===== src/tcc_pkg.sv =====
// ----------------------------------------------------------------------------
// tcc_pkg: shared types and constants for the ternary carrier codec
// Operation codes, powers of three, reciprocal constants for the carrier
// division, and floating point field constants.
// ----------------------------------------------------------------------------
package tcc_pkg;

  // Operation select
  typedef enum logic [1:0] {
    FUNC_UNPACK = 2'd0,
    FUNC_PACK   = 2'd1,
    FUNC_H2S    = 2'd2,
    FUNC_S2H    = 2'd3
  } func_e;

  // Trit codes (two's complement)
  localparam logic [1:0] TRIT_NEG  = 2'b11;
  localparam logic [1:0] TRIT_ZERO = 2'b00;
  localparam logic [1:0] TRIT_POS  = 2'b01;

  localparam int unsigned NUM_TRITS = 5;

  // Powers of three for digit extraction
  typedef logic [7:0] pow3_t [NUM_TRITS];
  localparam pow3_t POW3 = '{8'd1, 8'd3, 8'd9, 8'd27, 8'd81};

  // Carrier places: 3^5 for wide, 3^4 for narrow
  localparam logic [15:0] PLACE_WIDE   = 16'd243;
  localparam logic [15:0] PLACE_NARROW = 16'd81;

  // floor(2^24 / place), estimates a quotient that is low by at most one
  localparam int unsigned RECIP_SHIFT  = 24;
  localparam logic [17:0] RECIP_WIDE   = 18'd69042;
  localparam logic [17:0] RECIP_NARROW = 18'd207126;

  // Floating point constants
  localparam logic [7:0]  EXP_BIAS_DIFF = 8'd112;   // 127 - 15
  localparam logic [7:0]  EXP_HALF_OVF  = 8'd143;   // 112 + 31
  localparam logic [7:0]  EXP_SINGLE_INF = 8'hFF;
  localparam logic [4:0]  EXP_HALF_INF  = 5'h1F;
  localparam logic [15:0] HALF_INF      = 16'h7C00;

endpackage


===== src/ternary_carrier_codec_unit.sv =====
// ----------------------------------------------------------------------------
// ternary_carrier_codec_unit: base-3 carrier codec and scale conversion
// Unpacks a carrier byte into trits, packs trits into a carrier byte, and
// converts scales between fp16 and float32, in a three stage pipeline.
// ----------------------------------------------------------------------------
// A request passes through the stage 1, stage 2 and output registers, in
// that order, before its result is offered on the outputs.
// Throughput: one request per cycle; the three stages advance together
// whenever the output register is empty or being drained.
// Reset: rst_ni clears the stage valid bits only; payload is not reset.
// Carrier division uses a reciprocal multiply in stage 2 and a single
// compare-and-correct in stage 3.

module ternary_carrier_codec_unit (
  input  logic               clk_i,
  input  logic               rst_ni,

  input  logic               in_valid_i,
  output logic               in_ready_o,
  input  logic [1:0]         func_i,
  input  logic [7:0]         carrier_byte_i,
  input  logic [2:0]         digit_count_i,
  input  logic signed [1:0]  trit_0_i,
  input  logic signed [1:0]  trit_1_i,
  input  logic signed [1:0]  trit_2_i,
  input  logic signed [1:0]  trit_3_i,
  input  logic signed [1:0]  trit_4_i,
  input  logic [31:0]        number_word_i,

  output logic               out_valid_o,
  input  logic               out_ready_i,
  output logic [7:0]         out_byte_o,
  output logic signed [1:0]  out_trit_0_o,
  output logic signed [1:0]  out_trit_1_o,
  output logic signed [1:0]  out_trit_2_o,
  output logic signed [1:0]  out_trit_3_o,
  output logic signed [1:0]  out_trit_4_o,
  output logic [31:0]        out_word_o
);

  localparam int unsigned NT = tcc_pkg::NUM_TRITS;

  // Map a two-bit trit to a digit 0..2; the pattern 10 saturates to -1
  function automatic logic [1:0] trit_digit(input logic [1:0] raw);
    logic [1:0] d;
    case (raw)
      2'b01:   d = 2'd2;
      2'b00:   d = 2'd1;
      default: d = 2'd0;
    endcase
    return d;
  endfunction

  // Count leading zeros of a 10-bit mantissa
  function automatic logic [3:0] lzc10(input logic [9:0] man);
    logic [3:0] z;
    z = 4'd10;
    for (int i = 0; i < 10; i++) begin
      if (man[i]) z = 4'(9 - i);
    end
    return z;
  endfunction

  // Pipeline enable: all stages move when the output slot frees up
  logic en;
  assign en         = !out_valid_o || out_ready_i;
  assign in_ready_o = en;

  // --------------------------------------------------------------------------
  // Stage 1: digit residues, pack numerator, mantissa leading zeros
  // --------------------------------------------------------------------------
  logic                s1_valid_q;
  tcc_pkg::func_e      s1_func_q;
  logic                s1_narrow_q;
  logic [7:0]          s1_res_q [NT];
  logic [15:0]         s1_num_q;
  logic [31:0]         s1_word_q;
  logic [3:0]          s1_lzc_q;

  logic                s1_narrow_d;
  logic [7:0]          s1_res_d [NT];
  logic [15:0]         s1_num_d;
  logic [1:0]          dig [NT];
  logic [7:0]          val;
  logic [15:0]         place;

  always_comb begin
    s1_narrow_d = (digit_count_i == 3'd4);
    for (int m = 0; m < NT; m++) begin
      s1_res_d[m] = 8'(16'(carrier_byte_i) * 16'(tcc_pkg::POW3[m]));
    end
    dig[0] = trit_digit(trit_0_i);
    dig[1] = trit_digit(trit_1_i);
    dig[2] = trit_digit(trit_2_i);
    dig[3] = trit_digit(trit_3_i);
    dig[4] = trit_digit(trit_4_i);
    if (s1_narrow_d) begin
      val   = 8'(8'(dig[0]) * 8'd27 + 8'(dig[1]) * 8'd9 + 8'(dig[2]) * 8'd3
                 + 8'(dig[3]));
      place = tcc_pkg::PLACE_NARROW;
    end else begin
      val   = 8'(8'(dig[0]) * 8'd81 + 8'(dig[1]) * 8'd27 + 8'(dig[2]) * 8'd9
                 + 8'(dig[3]) * 8'd3 + 8'(dig[4]));
      place = tcc_pkg::PLACE_WIDE;
    end
    // v * 256 + (place - 1), rounds the quotient up
    s1_num_d = {val, 8'h00} + (place - 16'd1);
  end

  always_ff @(posedge clk_i or negedge rst_ni) begin
    if (!rst_ni) begin
      s1_valid_q <= 1'b0;
    end else if (en) begin
      s1_valid_q <= in_valid_i;
    end
  end

  always_ff @(posedge clk_i) begin
    if (en) begin
      s1_func_q   <= tcc_pkg::func_e'(func_i);
      s1_narrow_q <= s1_narrow_d;
      s1_res_q    <= s1_res_d;
      s1_num_q    <= s1_num_d;
      s1_word_q   <= number_word_i;
      s1_lzc_q    <= lzc10(number_word_i[9:0]);
    end
  end

  // --------------------------------------------------------------------------
  // Stage 2: trit decode, quotient estimate, float conversion
  // --------------------------------------------------------------------------
  logic                s2_valid_q;
  tcc_pkg::func_e      s2_func_q;
  logic                s2_narrow_q;
  logic [1:0]          s2_trit_q [NT];
  logic [15:0]         s2_num_q;
  logic [9:0]          s2_qest_q;
  logic [31:0]         s2_word_q;

  logic [1:0]          s2_trit_d [NT];
  logic [9:0]          s2_qest_d;
  logic [31:0]         s2_word_d;
  logic [9:0]          tri3;
  logic [33:0]         recip_prod;
  logic                h_sign;
  logic [4:0]          h_ex;
  logic [9:0]          h_man;
  logic [3:0]          shamt;
  logic [19:0]         man_sh;
  logic [7:0]          f_ex;

  always_comb begin
    // Digit m is (residue * 3) >> 8, then minus one
    for (int m = 0; m < NT; m++) begin
      tri3 = {2'b00, s1_res_q[m]} + {1'b0, s1_res_q[m], 1'b0};
      case (tri3[9:8])
        2'd0:    s2_trit_d[m] = tcc_pkg::TRIT_NEG;
        2'd2:    s2_trit_d[m] = tcc_pkg::TRIT_POS;
        default: s2_trit_d[m] = tcc_pkg::TRIT_ZERO;
      endcase
      if (s1_func_q != tcc_pkg::FUNC_UNPACK) s2_trit_d[m] = tcc_pkg::TRIT_ZERO;
    end
    if (s1_narrow_q) s2_trit_d[NT-1] = tcc_pkg::TRIT_ZERO;

    // Reciprocal multiply, low by at most one
    recip_prod = 34'(s1_num_q) * 34'(s1_narrow_q ? tcc_pkg::RECIP_NARROW
                                                 : tcc_pkg::RECIP_WIDE);
    s2_qest_d  = recip_prod[tcc_pkg::RECIP_SHIFT +: 10];

    // Float conversion
    h_sign = s1_word_q[15];
    h_ex   = s1_word_q[14:10];
    h_man  = s1_word_q[9:0];
    shamt  = s1_lzc_q + 4'd1;
    man_sh = {10'b0, h_man} << shamt;
    f_ex   = s1_word_q[30:23];
    s2_word_d = '0;
    case (s1_func_q)
      tcc_pkg::FUNC_H2S: begin
        if (h_ex == 5'd0) begin
          if (h_man == 10'd0) begin
            s2_word_d = {h_sign, 31'b0};
          end else begin
            s2_word_d = {h_sign, tcc_pkg::EXP_BIAS_DIFF - 8'(s1_lzc_q),
                         man_sh[9:0], 13'b0};
          end
        end else if (h_ex == tcc_pkg::EXP_HALF_INF) begin
          s2_word_d = {h_sign, tcc_pkg::EXP_SINGLE_INF, h_man, 13'b0};
        end else begin
          s2_word_d = {h_sign, 8'(h_ex) + tcc_pkg::EXP_BIAS_DIFF, h_man, 13'b0};
        end
      end
      tcc_pkg::FUNC_S2H: begin
        if (f_ex <= tcc_pkg::EXP_BIAS_DIFF) begin
          s2_word_d = {16'b0, s1_word_q[31], 15'b0};
        end else if (f_ex >= tcc_pkg::EXP_HALF_OVF) begin
          s2_word_d = {16'b0, {s1_word_q[31], 15'b0} | tcc_pkg::HALF_INF};
        end else begin
          s2_word_d = {16'b0, s1_word_q[31], 5'(f_ex - tcc_pkg::EXP_BIAS_DIFF),
                       s1_word_q[22:13]};
        end
      end
      default: s2_word_d = '0;
    endcase
  end

  always_ff @(posedge clk_i or negedge rst_ni) begin
    if (!rst_ni) begin
      s2_valid_q <= 1'b0;
    end else if (en) begin
      s2_valid_q <= s1_valid_q;
    end
  end

  always_ff @(posedge clk_i) begin
    if (en) begin
      s2_func_q   <= s1_func_q;
      s2_narrow_q <= s1_narrow_q;
      s2_trit_q   <= s2_trit_d;
      s2_num_q    <= s1_num_q;
      s2_qest_q   <= s2_qest_d;
      s2_word_q   <= s2_word_d;
    end
  end

  // --------------------------------------------------------------------------
  // Stage 3: quotient correction and output register
  // --------------------------------------------------------------------------
  logic                out_valid_q;
  logic [7:0]          out_byte_q;
  logic [1:0]          out_trit_q [NT];
  logic [31:0]         out_word_q;

  logic [7:0]          out_byte_d;
  logic [15:0]         s3_place;
  logic [15:0]         s3_rem;
  logic [9:0]          s3_quot;

  always_comb begin
    s3_place = s2_narrow_q ? tcc_pkg::PLACE_NARROW : tcc_pkg::PLACE_WIDE;
    s3_rem   = s2_num_q - 16'(16'(s2_qest_q) * s3_place);
    s3_quot  = (s3_rem >= s3_place) ? s2_qest_q + 10'd1 : s2_qest_q;
    out_byte_d = (s2_func_q == tcc_pkg::FUNC_PACK) ? s3_quot[7:0] : 8'd0;
  end

  always_ff @(posedge clk_i or negedge rst_ni) begin
    if (!rst_ni) begin
      out_valid_q <= 1'b0;
    end else if (en) begin
      out_valid_q <= s2_valid_q;
    end
  end

  always_ff @(posedge clk_i) begin
    if (en) begin
      out_byte_q <= out_byte_d;
      out_trit_q <= s2_trit_q;
      out_word_q <= s2_word_q;
    end
  end

  // Drive outputs
  assign out_valid_o  = out_valid_q;
  assign out_byte_o   = out_byte_q;
  assign out_trit_0_o = out_trit_q[0];
  assign out_trit_1_o = out_trit_q[1];
  assign out_trit_2_o = out_trit_q[2];
  assign out_trit_3_o = out_trit_q[3];
  assign out_trit_4_o = out_trit_q[4];
  assign out_word_o   = out_word_q;

endmodule

===== config.mk =====
export PLATFORM = sky130hd
export DESIGN_NAME = ternary_carrier_codec_unit
export DESIGN_NICKNAME = d
export VERILOG_FILES = /design/src/tcc_pkg.sv /design/src/ternary_carrier_codec_unit.sv
export SDC_FILE = /design/constraint.sdc
export NUM_CORES = 1
export LEC_CHECK = 0
export ABC_AREA = 1
export CORE_AREA = 5 5 211 213
export CTS_BUF_LIST = sky130_fd_sc_hd__clkbuf_8
export DETAILED_ROUTE_END_ITERATION = 10
export DIE_AREA = 0 0 216 218
export DONT_BUFFER_PORTS = 1
export GPL_TIMING_DRIVEN = 1
export PLACE_DENSITY = 0.61
export SLEW_MARGIN = 5
export SYNTH_ARGS = -nofsm -noshare
export SYNTH_HDL_FRONTEND = slang
export SYNTH_SLANG_ARGS = --single-unit

===== constraint.sdc =====
create_clock -name clk_i -period 15.2 [get_ports clk_i]
set_input_delay 1.52 -clock clk_i [delete_from_list [all_inputs] [get_ports clk_i]]
set_output_delay 1.52 -clock clk_i [all_outputs]
set_load 0.005 [all_outputs]

==> Word-level counts from Yosys, hierarchy flattened <==
Cells that the tools add are included.
{ "classes": {"n_addsub": 20, "multipliers": 13, "div": 0, "n_lt_le_gt_ge": 3, "eq_ne": 15, "shifts": 1, "n_mux": 30, "bitwise_logic": 0, "reduce_logical": 19} }
{ "ops": {"columns": ["op", "count"], "rows": [
  ["$mux 31", 3],
  ["$pmux 32 s2", 1],
  ["$add 8x9->10", 5],
  ["$pmux 2 s2", 10],
  ["$mul 16x18->34", 1],
  ["$mux 8", 4],
  ["$mux 15", 2],
  ["$logic_not 2->1", 10],
  ["$mux 18", 1],
  ["$add 16x16->16", 1],
  ["$add 8x2->8", 2],
  ["$add 8x4->8", 2],
  ["$ge 16x8->1", 1],
  ["$mul 10x8->16", 1],
  ["$sub 16x1->16 const B", 1],
  ["$sub 16x16->16", 1],
  ["$eq 2x2->1 const B", 7],
  ["$mul 2x5->7 const B", 2],
  ["$eq 2x1->1 const B", 6],
  ["$mul 2x4->6 const B", 2],
  ["$mux 3", 4],
  ["$logic_not 10->1", 1],
  ["$shl 10x4->10", 1],
  ["$add 5x7->8 const B", 1],
  ["26 further kinds", 31]
]} }
{ "word_totals": {"ff_bits": 219, "latch_bits": 0, "ramBits": 0, "romBits": 0, "inputBits": 59, "elab_cells": 134, "memories": 0} }

==> Depth between registers and ports, before layout <==
Gate-level depths: netlist of run 1.
{ "logic_depth": {"depth_word": 9, "depth_mapped": 27, "depth_no_buf": 26} }

==> Least setup slack after synthesis of run 1 <==
Ideal clock, no wire load.
{ "synth_timing": {"path_kind": "input to output", "start": "in out_ready_i", "end": "out in_ready_o", "t_arrival_ps": 5621, "path_slack_ps": 8059, "path_stages": 2, "cell_sequence": "inv_1 -> nand2_1"} }
{ "synth_via": {"elab_chain_cells": 1} }
{ "synth_rtl": {"columns": ["item", "line_no", "text"], "rows": [
  ["from (decl)", "ternary_carrier_codec_unit.sv:31", "input logic out_ready_i,"],
  ["$logic_or 1x1->1", "ternary_carrier_codec_unit.sv:66", "assign en = !out_valid_o || out_ready_i;"],
  ["to (decl)", "ternary_carrier_codec_unit.sv:19", "output logic in_ready_o,"]
]} }
No other way between the ends.

==> Worst setup path after layout of run 1 <==
{ "layout_timing": {"start": "reg s1_narrow_q", "end": "reg s2_qest_q[8] (data pin)"} }
{ "layout_via": {"elab_chain_cells": 2} }
{ "layout_rtl": {"columns": ["item", "line_no", "text"], "rows": [
  ["from (decl)", "ternary_carrier_codec_unit.sv:74", "logic s1_narrow_q;"],
  ["from (signal assigned)", "ternary_carrier_codec_unit.sv:121", "s1_narrow_q <= s1_narrow_d;"],
  ["$mux 18", "ternary_carrier_codec_unit.sv:166", "recip_prod = 34'(s1_num_q) * 34'(s1_narrow_q ? tcc_pkg::RECIP_NARROW"],
  ["$mul 16x18->34", "ternary_carrier_codec_unit.sv:166", null],
  ["named net recip_prod[32]", "ternary_carrier_codec_unit.sv:144", "logic [33:0] recip_prod;"],
  ["to (signal assigned)", "ternary_carrier_codec_unit.sv:221", "s2_qest_q <= s2_qest_d;"],
  ["to (decl)", "ternary_carrier_codec_unit.sv:137", "logic [9:0] s2_qest_q;"]
]} }
The timed path passes the listed nets, and every way through them passes these cells.
A chain may end at the register's enable or synchronous reset.

==> flow_summary.json, run 1 <==
{
  "outcome": "finished, final reports clean",
  "cts_setup_buffers": 0,
  "die_h_um": 218,
  "antenna_cells": 0,
  "postRouteAntennaNets": 0,
  "grt_pass1_vias": 11210,
  "cts_tree": "built",
  "synth_cells": 1658,
  "crit_path_frequent_cell": "nand2_1",
  "drive_gt1_share_pct": 3.391,
  "grt_antenna_before_repair": 0,
  "cap_viol_max_count": 0,
  "io_pins": 111,
  "path_max_fanout": 24,
  "slowest_delay_ps": 890,
  "cts_buffers": 17,
  "die_x_um": 216,
  "wl_per_cell_um": 14.99,
  "timing.rr.end": "s2_qest_q[8]$_DFFE_PP_",
  "crit_path_top_delay_cell": "edfxtp_1",
  "hold_viol": 0,
  "vias": 10800,
  "fp.dieArea_um2": 47090,
  "yosysSeqAreaShare_pct": 34.44,
  "cp-startpoint": "s1_narrow_q$_DFFE_PP_",
  "cp-endpoint": "s2_qest_q[8]$_DFFE_PP_",
  "fin_crit_sh_pct": 38.94,
  "nNetsFinal": 2121,
  "fin_area_um2": 17740,
  "timing.reg2reg.setup_slack_ps": 9280,
  "yosys_warnings": 0,
  "port_buffers": 0,
  "rows": 76,
  "grt_usage_pct": 14.48,
  "synth_top_area_share_pct": 33.99,
  "ys.flop_type": "edfxtp_1",
  "max_freq_mhz": 168.9,
  "synth_top_area_cell": "edfxtp_1",
  "hold_class": "flop to flop",
  "yosysMostFrequentCell": "inv_1",
  "rr_worst_depth": 23,
  "finalSetupViolCount": 0,
  "required_ps": 15420,
  "syn_area_per_cell_um2": 10.07,
  "drc": 0,
  "synthTopCellsByArea": "edfxtp_1 34%, ha_1 19%, fa_1 16%",
  "grt_pass1_wl_mm": 55.75,
  "hpwl_mm": 28.03,
  "tightest_slew_ps": 873.2,
  "drt_iter0_drc": 648,
  "area_delta_synth_final_pct": 6.257,
  "fin_ws_ps": 9280,
  "rsz0062_at_grt": "false",
  "cts_hold_buf": 0,
  "startpoint_type": "flop",
  "slew_viol_final": 0,
  "synth.cell_area_um2": 16700,
  "syn_nets": 2111,
  "critPathKind": "flop to flop",
  "clk_pin_slew_ps": 120,
  "placed_cell_area_um2": 17350,
  "first_pass_iters": 5,
  "end_kind": "flop",
  "r2r_start": "s1_narrow_q$_DFFE_PP_",
  "path_cells": "inv_1 -> ha_1 -> ha_1 -> inv_1 -> fa_1 -> fa_1 -> fa_1 -> fa_1 -> inv_1 -> ha_1 -> ha_1 -> nand2_1 -> nand2_1 -> nand3_1 -> nand2_1 -> a21oi_1 -> nand2_1 -> a21oi_1 -> inv_1 -> nand2_1 -> nand2_1 -> nand2_1 -> nand2_1",
  "tns_ps": 0,
  "htreeDepth": 4,
  "place_congestion": 0.8986,
  "start_util_pct": 39.29,
  "cts_root_buf": "clkbuf_8",
  "skew_ps": 26.60,
  "routed_wl_mm": 33.39,
  "synth_common_cells": "391 x inv_1, 257 x ha_1, 189 x edfxtp_1, 177 x nand2_1, 137 x fa_1",
  "async_flop_share_pct": 1.563,
  "design.core.area_um2": 42510,
  "ys_types": 50,
  "clk_latency_ps": 480,
  "post-route-min-period_ps": 5920,
  "cts.path.max_buffers": 2,
  "crit_arrival_ps": 6140,
  "vias_per_cell": 4.850,
  "dp_slack_ps": 9352,
  "post_cts_resized": 0,
  "cts_sinks": 192,
  "grt_overflow": 0,
  "grt_max_degree": 75,
  "maxSlewHeadroom_pct": 41.57,
  "ys_seq_elements": 192,
  "synth_edf_count": 189
}
==> worst min path at each step <==
stage	startpoint	to	depth (start not counted)	slack (ps)
finish	s2_word_q[15]$_SDFFCE_PN0P_	out_word_o[15]$_DFFE_PP_	0	430
global route	s2_word_q[11]$_SDFFCE_PN0P_	out_word_o[11]$_DFFE_PP_	0	430
CTS	s2_word_q[13]$_SDFFCE_PN0P_	out_word_o[13]$_DFFE_PP_	0	430
detailed placement	s2_word_q[11]$_SDFFCE_PN0P_	out_word_o[11]$_DFFE_PP_	0	410
global placement	s2_word_q[12]$_SDFFCE_PN0P_	out_word_o[12]$_DFFE_PP_	0	400
floorplan	s2_trit_q[8]$_SDFFCE_PP0P_	out_trit_0_o[0]$_DFFE_PP_	0	400
==> flip-flops by register name (all words and copies together), names as in the netlist, 4 cells and up <==
signal / count
s1_word_q: 32
out_word_o: 31
s2_word_q: 31
s1_res_q: 29
s2_qest_q: 10
s2_trit_q: 10
s1_num_q: 9
s2_num_q: 9
out_byte_o: 8
s1_lzc_q: 4
==> cells by family after synthesis <==
logic type      synth area share, %
buf+inv                       9.366
fa+ha+maj                     35.68
xor+xnor                      3.244
compound gates                6.774
flops                         34.44
simple gates                  10.31
mux                          0.1873
==> area by class of cell <==
class / instances / area (um^2)
fillers: 4065 / 24760
multi-input cells: 1052 / 9392
flip-flops and latches: 192 / 5751
inverters: 403 / 1514
well taps: 546 / 683.2
clock buffers: 17 / 234.0
clock inverters: 15 / 155.1
repair buffers: 2 / 15.01
==> per-layer routing <==
metal  track usage (%)  wire length (um)  vias up
li1                  -                 -     5426
met4             2.714               387        0
met3             1.958               946       26
met5                 0                 0        -
met2             24.85             16430      153
met1             19.91             15620     5195
==> cells in the final DEF, fill, tap and decap left out, drive strengths merged, types with 7 or more instances in the layout <==
cell,instances
inv,405
ha,257
edfxtp,189
nand2,182
fa,137
nor2,110
a21oi,86
o21ai,57
nand3,48
xor2,38
xnor2,23
nand4,21
nor3,17
clkbuf,17
a21o,15
nor4,10
clkinv,8
a211oi,7
==> worst max-delay path, delay by kind of cell (launching register included) <==
family | cells | cell delay [ps]
AOI/OAI and AO/OA | 2 | 430
adders and majority gates | 8 | 3280
buffers and inverters | 4 | 460
DFF | 1 | 890
and+or+nand+nor | 9 | 590
==> stage by stage <==
stage               hold WS [ps]  std cells  utilization (%)
detailed placement         406.2       2195            40.83
global route               433.7       2227            41.74
global placement           402.6       2195            40.83
CTS                        428.9       2227            41.74
floorplan                  400.3       1658                -
finish                     427.3       2227            41.74
Power of run 1 is not shown: default switching activity piles up to over one toggle a cycle in this logic, so the estimate is an artifact.
==> run 2, diff against run 1 <==
==> constraint.sdc (replaced) <==
create_clock -name clk_i -period 5.8 [get_ports clk_i]
set_input_delay 0.58 -clock clk_i [delete_from_list [all_inputs] [get_ports clk_i]]
set_output_delay 0.58 -clock clk_i [all_outputs]
set_load 0.005 [all_outputs]
==> run 2 against run 1 <==
  * Routed wire length rose by 0.72%
  * Sequential share of layout area fell by 0.16 points
  * Register-to-register slack got worse by 8900 ps
  * Flip-flop and latch count did not move
  * Clock skew fell by 11 ps
  * Non-clock buffer count rose by 9
  * Cell count rose by 0.40%
==> flow_summary.json, run 2 (same netlist as run 1, synthesis figures left out) <==
{
  "fp.dieArea_um2": 47090,
  "end_kind": "flop",
  "nNetsFinal": 2130,
  "placed_cell_area_um2": 17420,
  "drt_iter0_drc": 625,
  "grt_usage_pct": 14.49,
  "cts_sinks": 192,
  "port_buffers": 0,
  "finalSetupViolCount": 0,
  "post-route-min-period_ps": 5446,
  "start_util_pct": 39.29,
  "htreeDepth": 4,
  "top_register": "s1_word_q",
  "hold_viol": 0,
  "grt_pass1_vias": 11340,
  "rsz0062_at_grt": "false",
  "maxSlewHeadroom_pct": 46.07,
  "first_pass_iters": 6,
  "routed_wl_mm": 33.63,
  "outcome": "finished, final reports clean",
  "n_fill_cell": 4012,
  "skew_ps": 15.82,
  "hold_ws_ps": 203.8,
  "grt_antenna_before_repair": 0,
  "grt_pass1_wl_mm": 56.18,
  "fin_area_um2": 17830,
  "max_freq_mhz": 183.6,
  "antenna_cells": 0,
  "fin_util_pct": 41.95,
  "clk_latency_ps": 460,
  "required_ps": 6010,
  "grt_max_degree": 148,
  "clk_pin_slew_ps": 110,
  "design.core.area_um2": 42510,
  "cts_tree": "built",
  "fin_crit_sh_pct": 93.90,
  "slew_viol_final": 0,
  "io_pins": 111,
  "die_x_um": 216,
  "tightest_slew_ps": 809.0,
  "cap_viol_max_count": 0,
  "hpwl_mm": 28.15,
  "drc": 0,
  "largest_reg_flops": 32,
  "drive_gt1_share_pct": 3.846,
  "area_delta_synth_final_pct": 6.781,
  "vias": 10920,
  "final_common_cell": "inv_1",
  "hold_class": "primary input to flop",
  "grt_overflow": 0,
  "place_congestion": 0.8391,
  "cts_buffers": 17,
  "wl_per_cell_um": 15.04,
  "critPathKind": "flop to flop",
  "vias_per_cell": 4.885,
  "cts_root_buf": "clkbuf_8",
  "rows": 76,
  "crit_arrival_ps": 5660,
  "postRouteAntennaNets": 0,
  "die_h_um": 218,
  "path_max_fanout": 5,
  "cts.path.max_buffers": 2,
  "startpoint_type": "flop",
  "layout_common_cells": "391 x inv_1, 257 x ha_1, 189 x edfxtp_1",
  "tns_ps": 0
}
[run 2: cell count changes in the layout (fill, tap and decap cells not counted), sizes merged]
cell,previous run,this run
buf,2,10
clkinv,8,10
dlygate4sd3,0,1
clkinvlp,4,2
[run 2: area by class of cell]
type / count / area (um^2) / share of cell area, %
Clock buffer: 17 / 234.0 / 1.312
Clock inverter: 15 / 147.6 / 0.8280
Timing Repair Buffer: 11 / 110.1 / 0.6175
Inverter: 403 / 1514 / 8.491
Tap cell: 546 / 683.2 / 3.831
Sequential cell: 192 / 5751 / 32.25
Multi-Input combinational cell: 1052 / 9392 / 52.67
[run 2: repair_timing]
action	in CTS	in global routing
hold buffers	1	0
gates resized for setup	0	0
setup buffers	0	1
endpoints found under the setup margin	0	3
endpoints found under the hold margin	3	0
[run 2: path summary, 6_finish.rpt]
check	start	endpoint	slack [ps]	cells after the start
max in group asynchronous	rst_ni	s2_valid_q$_DFFE_PN0P_	5290	1
max	s1_num_q[10]$_DFFE_PP_	s2_qest_q[5]$_DFFE_PP_	350	19
min	number_word_i[18]	s1_word_q[18]$_DFFE_PP_	200	0
min reg2reg	s2_word_q[19]$_SDFFCE_PN0P_	out_word_o[19]$_DFFE_PP_	420	0
max reg2reg	s1_num_q[10]$_DFFE_PP_	s2_qest_q[5]$_DFFE_PP_	350	19
min in group asynchronous	rst_ni	s1_valid_q$_DFFE_PN0P_	360	1
[run 2: critical path, cell delays in order (launching register included)]
cell	delay, ps
edfxtp_1	530
inv_1	130
nor2_1	310
ha_1	310
fa_1	490
inv_1	60
fa_1	510
fa_1	460
fa_1	530
inv_1	50
ha_1	290
ha_1	360
a21o_1	190
a31oi_1	230
o21ai_0	150
nand2_1	80
nand2_1	50
a21oi_1	180
o21ai_0	120
xor2_1	160
[run 2: metrics by stage]
| stage | std cells | worst slack (ps) |
|---|---|---|
| detailed placement | 2202 | 165.9 |
| global placement | 2202 | 338.5 |
| finish | 2236 | 353.6 |
| global route | 2236 | 5.715 |
| floorplan | 1658 | 282.0 |
| CTS | 2235 | 126.6 |
[run 2: layer usage]
metal	vias up	part of all wire, %	track usage [%]
li1	5443	-	-
met1	5260	47	20.17
met2	197	49	24.63
met3	22	3.1	2.082
met4	0	1.2	2.459
met5	-	0	0
Power of run 2 is left out for the same reason.
==> run 3, diff against run 2 <==
--- a/config.mk
+++ b/config.mk
@@ -6,13 +6,15 @@
 export NUM_CORES = 1
 export LEC_CHECK = 0
 export ABC_AREA = 1
+export CELL_PAD_IN_SITES_DETAIL_PLACEMENT = 2
+export CELL_PAD_IN_SITES_GLOBAL_PLACEMENT = 2
 export CORE_AREA = 5 5 211 213
 export CTS_BUF_LIST = sky130_fd_sc_hd__clkbuf_8
 export DETAILED_ROUTE_END_ITERATION = 10
 export DIE_AREA = 0 0 216 218
 export DONT_BUFFER_PORTS = 1
 export GPL_TIMING_DRIVEN = 1
-export PLACE_DENSITY = 0.61
+export PLACE_DENSITY = 0.83
 export SLEW_MARGIN = 5
 export SYNTH_ARGS = -nofsm -noshare
 export SYNTH_HDL_FRONTEND = slang
==> run 3 against run 2 <==
  * Flip-flop and latch count is the same
  * Register-to-register slack worse by 150 ps
  * Die area did not move
  * Fmax is 2.7% lower
  * Via count increased by 8.1%
  * Count of clock-buffer cells in the layout did not move
  * Largest cell class unchanged
  * Highest routed layer unchanged
==> flow_summary.json, run 3 (same netlist as run 1, synthesis figures left out) <==
{
  "timing.rr.end": "s2_qest_q[6]$_DFFE_PP_",
  "wl_per_cell_um": 22.11,
  "die_h_um": 218,
  "max_freq_mhz": 178.7,
  "fp.dieArea_um2": 47090,
  "cts_tree": "built",
  "cap_viol_max_count": 0,
  "path_max_fanout": 13,
  "place_congestion": 0.8775,
  "grt_pass1_vias": 14100,
  "min_to": "s1_func_q[0]$_DFFE_PP_",
  "timing.reg2reg.setup_slack_ps": 200,
  "final_common_cell": "inv_1",
  "rr_worst_depth": 19,
  "slowest_delay_ps": 560,
  "end_kind": "flop",
  "vias": 11800,
  "startpoint_type": "flop",
  "critPathKind": "flop to flop",
  "start_util_pct": 39.29,
  "vias_per_cell": 5.230,
  "tightest_slew_ps": 859.7,
  "maxSlewHeadroom_pct": 42.28,
  "crit_path_frequent_cell": "nand2_1",
  "top_register": "s1_word_q",
  "drive_gt1_share_pct": 5.041,
  "nNetsFinal": 2146,
  "r2r_start": "s1_narrow_q$_DFFE_PP_",
  "post-route-min-period_ps": 5597,
  "routed_wl_mm": 49.90,
  "skew_ps": 19.27,
  "drt_iter0_drc": 543,
  "cts.path.max_buffers": 2,
  "largest_reg_flops": 32,
  "postRouteAntennaNets": 0,
  "crit_path_top_delay_cell": "fa_1",
  "layout_common_cells": "392 x inv_1, 257 x ha_1, 189 x edfxtp_1",
  "hp-start": "func_i[0]",
  "hpwl_mm": 40.88,
  "die_x_um": 216,
  "drc": 0,
  "rows": 76,
  "port_buffers": 0,
  "hold-path-cell-count": 0,
  "grt_max_degree": 134,
  "required_ps": 6170,
  "cts_buffers": 17,
  "grt_usage_pct": 20.94,
  "hold_class": "primary input to flop",
  "area_delta_synth_final_pct": 7.898,
  "grt_antenna_before_repair": 5,
  "tns_ps": 0,
  "grt_pass1_wl_mm": 77.12,
  "io_pins": 111,
  "grt_overflow": 0,
  "stdcell_count": 2257,
  "design.core.area_um2": 42510,
  "place_inst": 2203,
  "clk_pin_slew_ps": 110,
  "slew_viol_final": 0,
  "hold_viol": 0,
  "htreeDepth": 4,
  "cts_root_buf": "clkbuf_8",
  "clk_latency_ps": 520,
  "outcome": "finished, final reports clean",
  "cts_sinks": 192,
  "crit_arrival_ps": 5970,
  "path_cells": "buf_12 -> nor2_1 -> ha_1 -> fa_1 -> inv_1 -> fa_1 -> inv_1 -> fa_1 -> fa_1 -> ha_1 -> ha_1 -> nand2_1 -> nor4_1 -> nand2_1 -> nand2_1 -> a21oi_4 -> o21ai_0 -> nand2_1 -> nand2_1",
  "first_pass_iters": 5,
  "fin_crit_sh_pct": 96.50,
  "finalSetupViolCount": 0
}
==> run 3: cell types whose count changed in the layout (fill, tap and decap cells not counted), moves of 2 or more <==
cell	before	now
buf_4	8	24
diode_2	0	5
a21oi_1	86	84
clkinv_1	6	4
o21ai_0	57	55
o21ai_1	0	2
==> run 3: cell type report <==
cell class                 instances  area [um^2]
clock buffer                      17        234.0
multi-input combinational       1052         9415
sequential                       192         5751
clock inverter                    15        177.7
antenna                            5        12.51
timing repair buffer              27        230.2
tap                              546        683.2
fill                            4492        24490
inverter                         403         1514
==> run 3: worst max-delay path by stage <==
stage,from,to,slack (ps),cells past startpoint
finish,s1_narrow_q$_DFFE_PP_,s2_qest_q[6]$_DFFE_PP_,200,19
global route,s1_num_q[15]$_DFFE_PP_,s2_qest_q[7]$_DFFE_PP_,-90,18
CTS,s1_narrow_q$_DFFE_PP_,s2_qest_q[8]$_DFFE_PP_,120,24
detailed placement,s1_narrow_q$_DFFE_PP_,s2_qest_q[8]$_DFFE_PP_,1,23
global placement,s1_narrow_q$_DFFE_PP_,s2_qest_q[5]$_DFFE_PP_,290,19
floorplan,s1_narrow_q$_DFFE_PP_,s2_qest_q[8]$_DFFE_PP_,280,25
==> run 3: critical path: cells and delay by family, from the launching register on <==
kind	cells	cell delay [ps]
flops	1	450
simple gates	7	1180
fa+ha+maj	7	3180
compound gates	2	340
buf+inv	3	310
==> run 3: timing repair <==
action	in CTS	in global routing
endpoints found under the setup margin	2	11
endpoints found under the hold margin	3	0
resized for setup	0	7
buffers inserted	2	14
pin swaps	0	0
hold buffers	1	0
==> run 3: routing by layer <==
layer / vias to the layer above / global-route usage (%) / part of all wire (%)
met5: - / 0 / 0
met4: 0 / 7.802 / 3.3
met3: 86 / 2.860 / 2.5
met2: 203 / 41.05 / 56
met1: 6048 / 22.81 / 38
li1: 5467 / - / -
==> run 3: metrics by stage <==
stage	util [%]	cell area, um^2	worst slack (ps)	hold slack (ps)
after global placement	41.00	17430	285.1	284.5
after CTS	42.06	17880	117.6	98.83
after detailed placement	41.00	17430	1.494	284.5
after global routing	42.38	18010	-89.08	101.5
after floorplan	-	16700	282.0	284.4
final	42.39	18020	203.3	143.8
Power of run 3 is left out for the same reason.
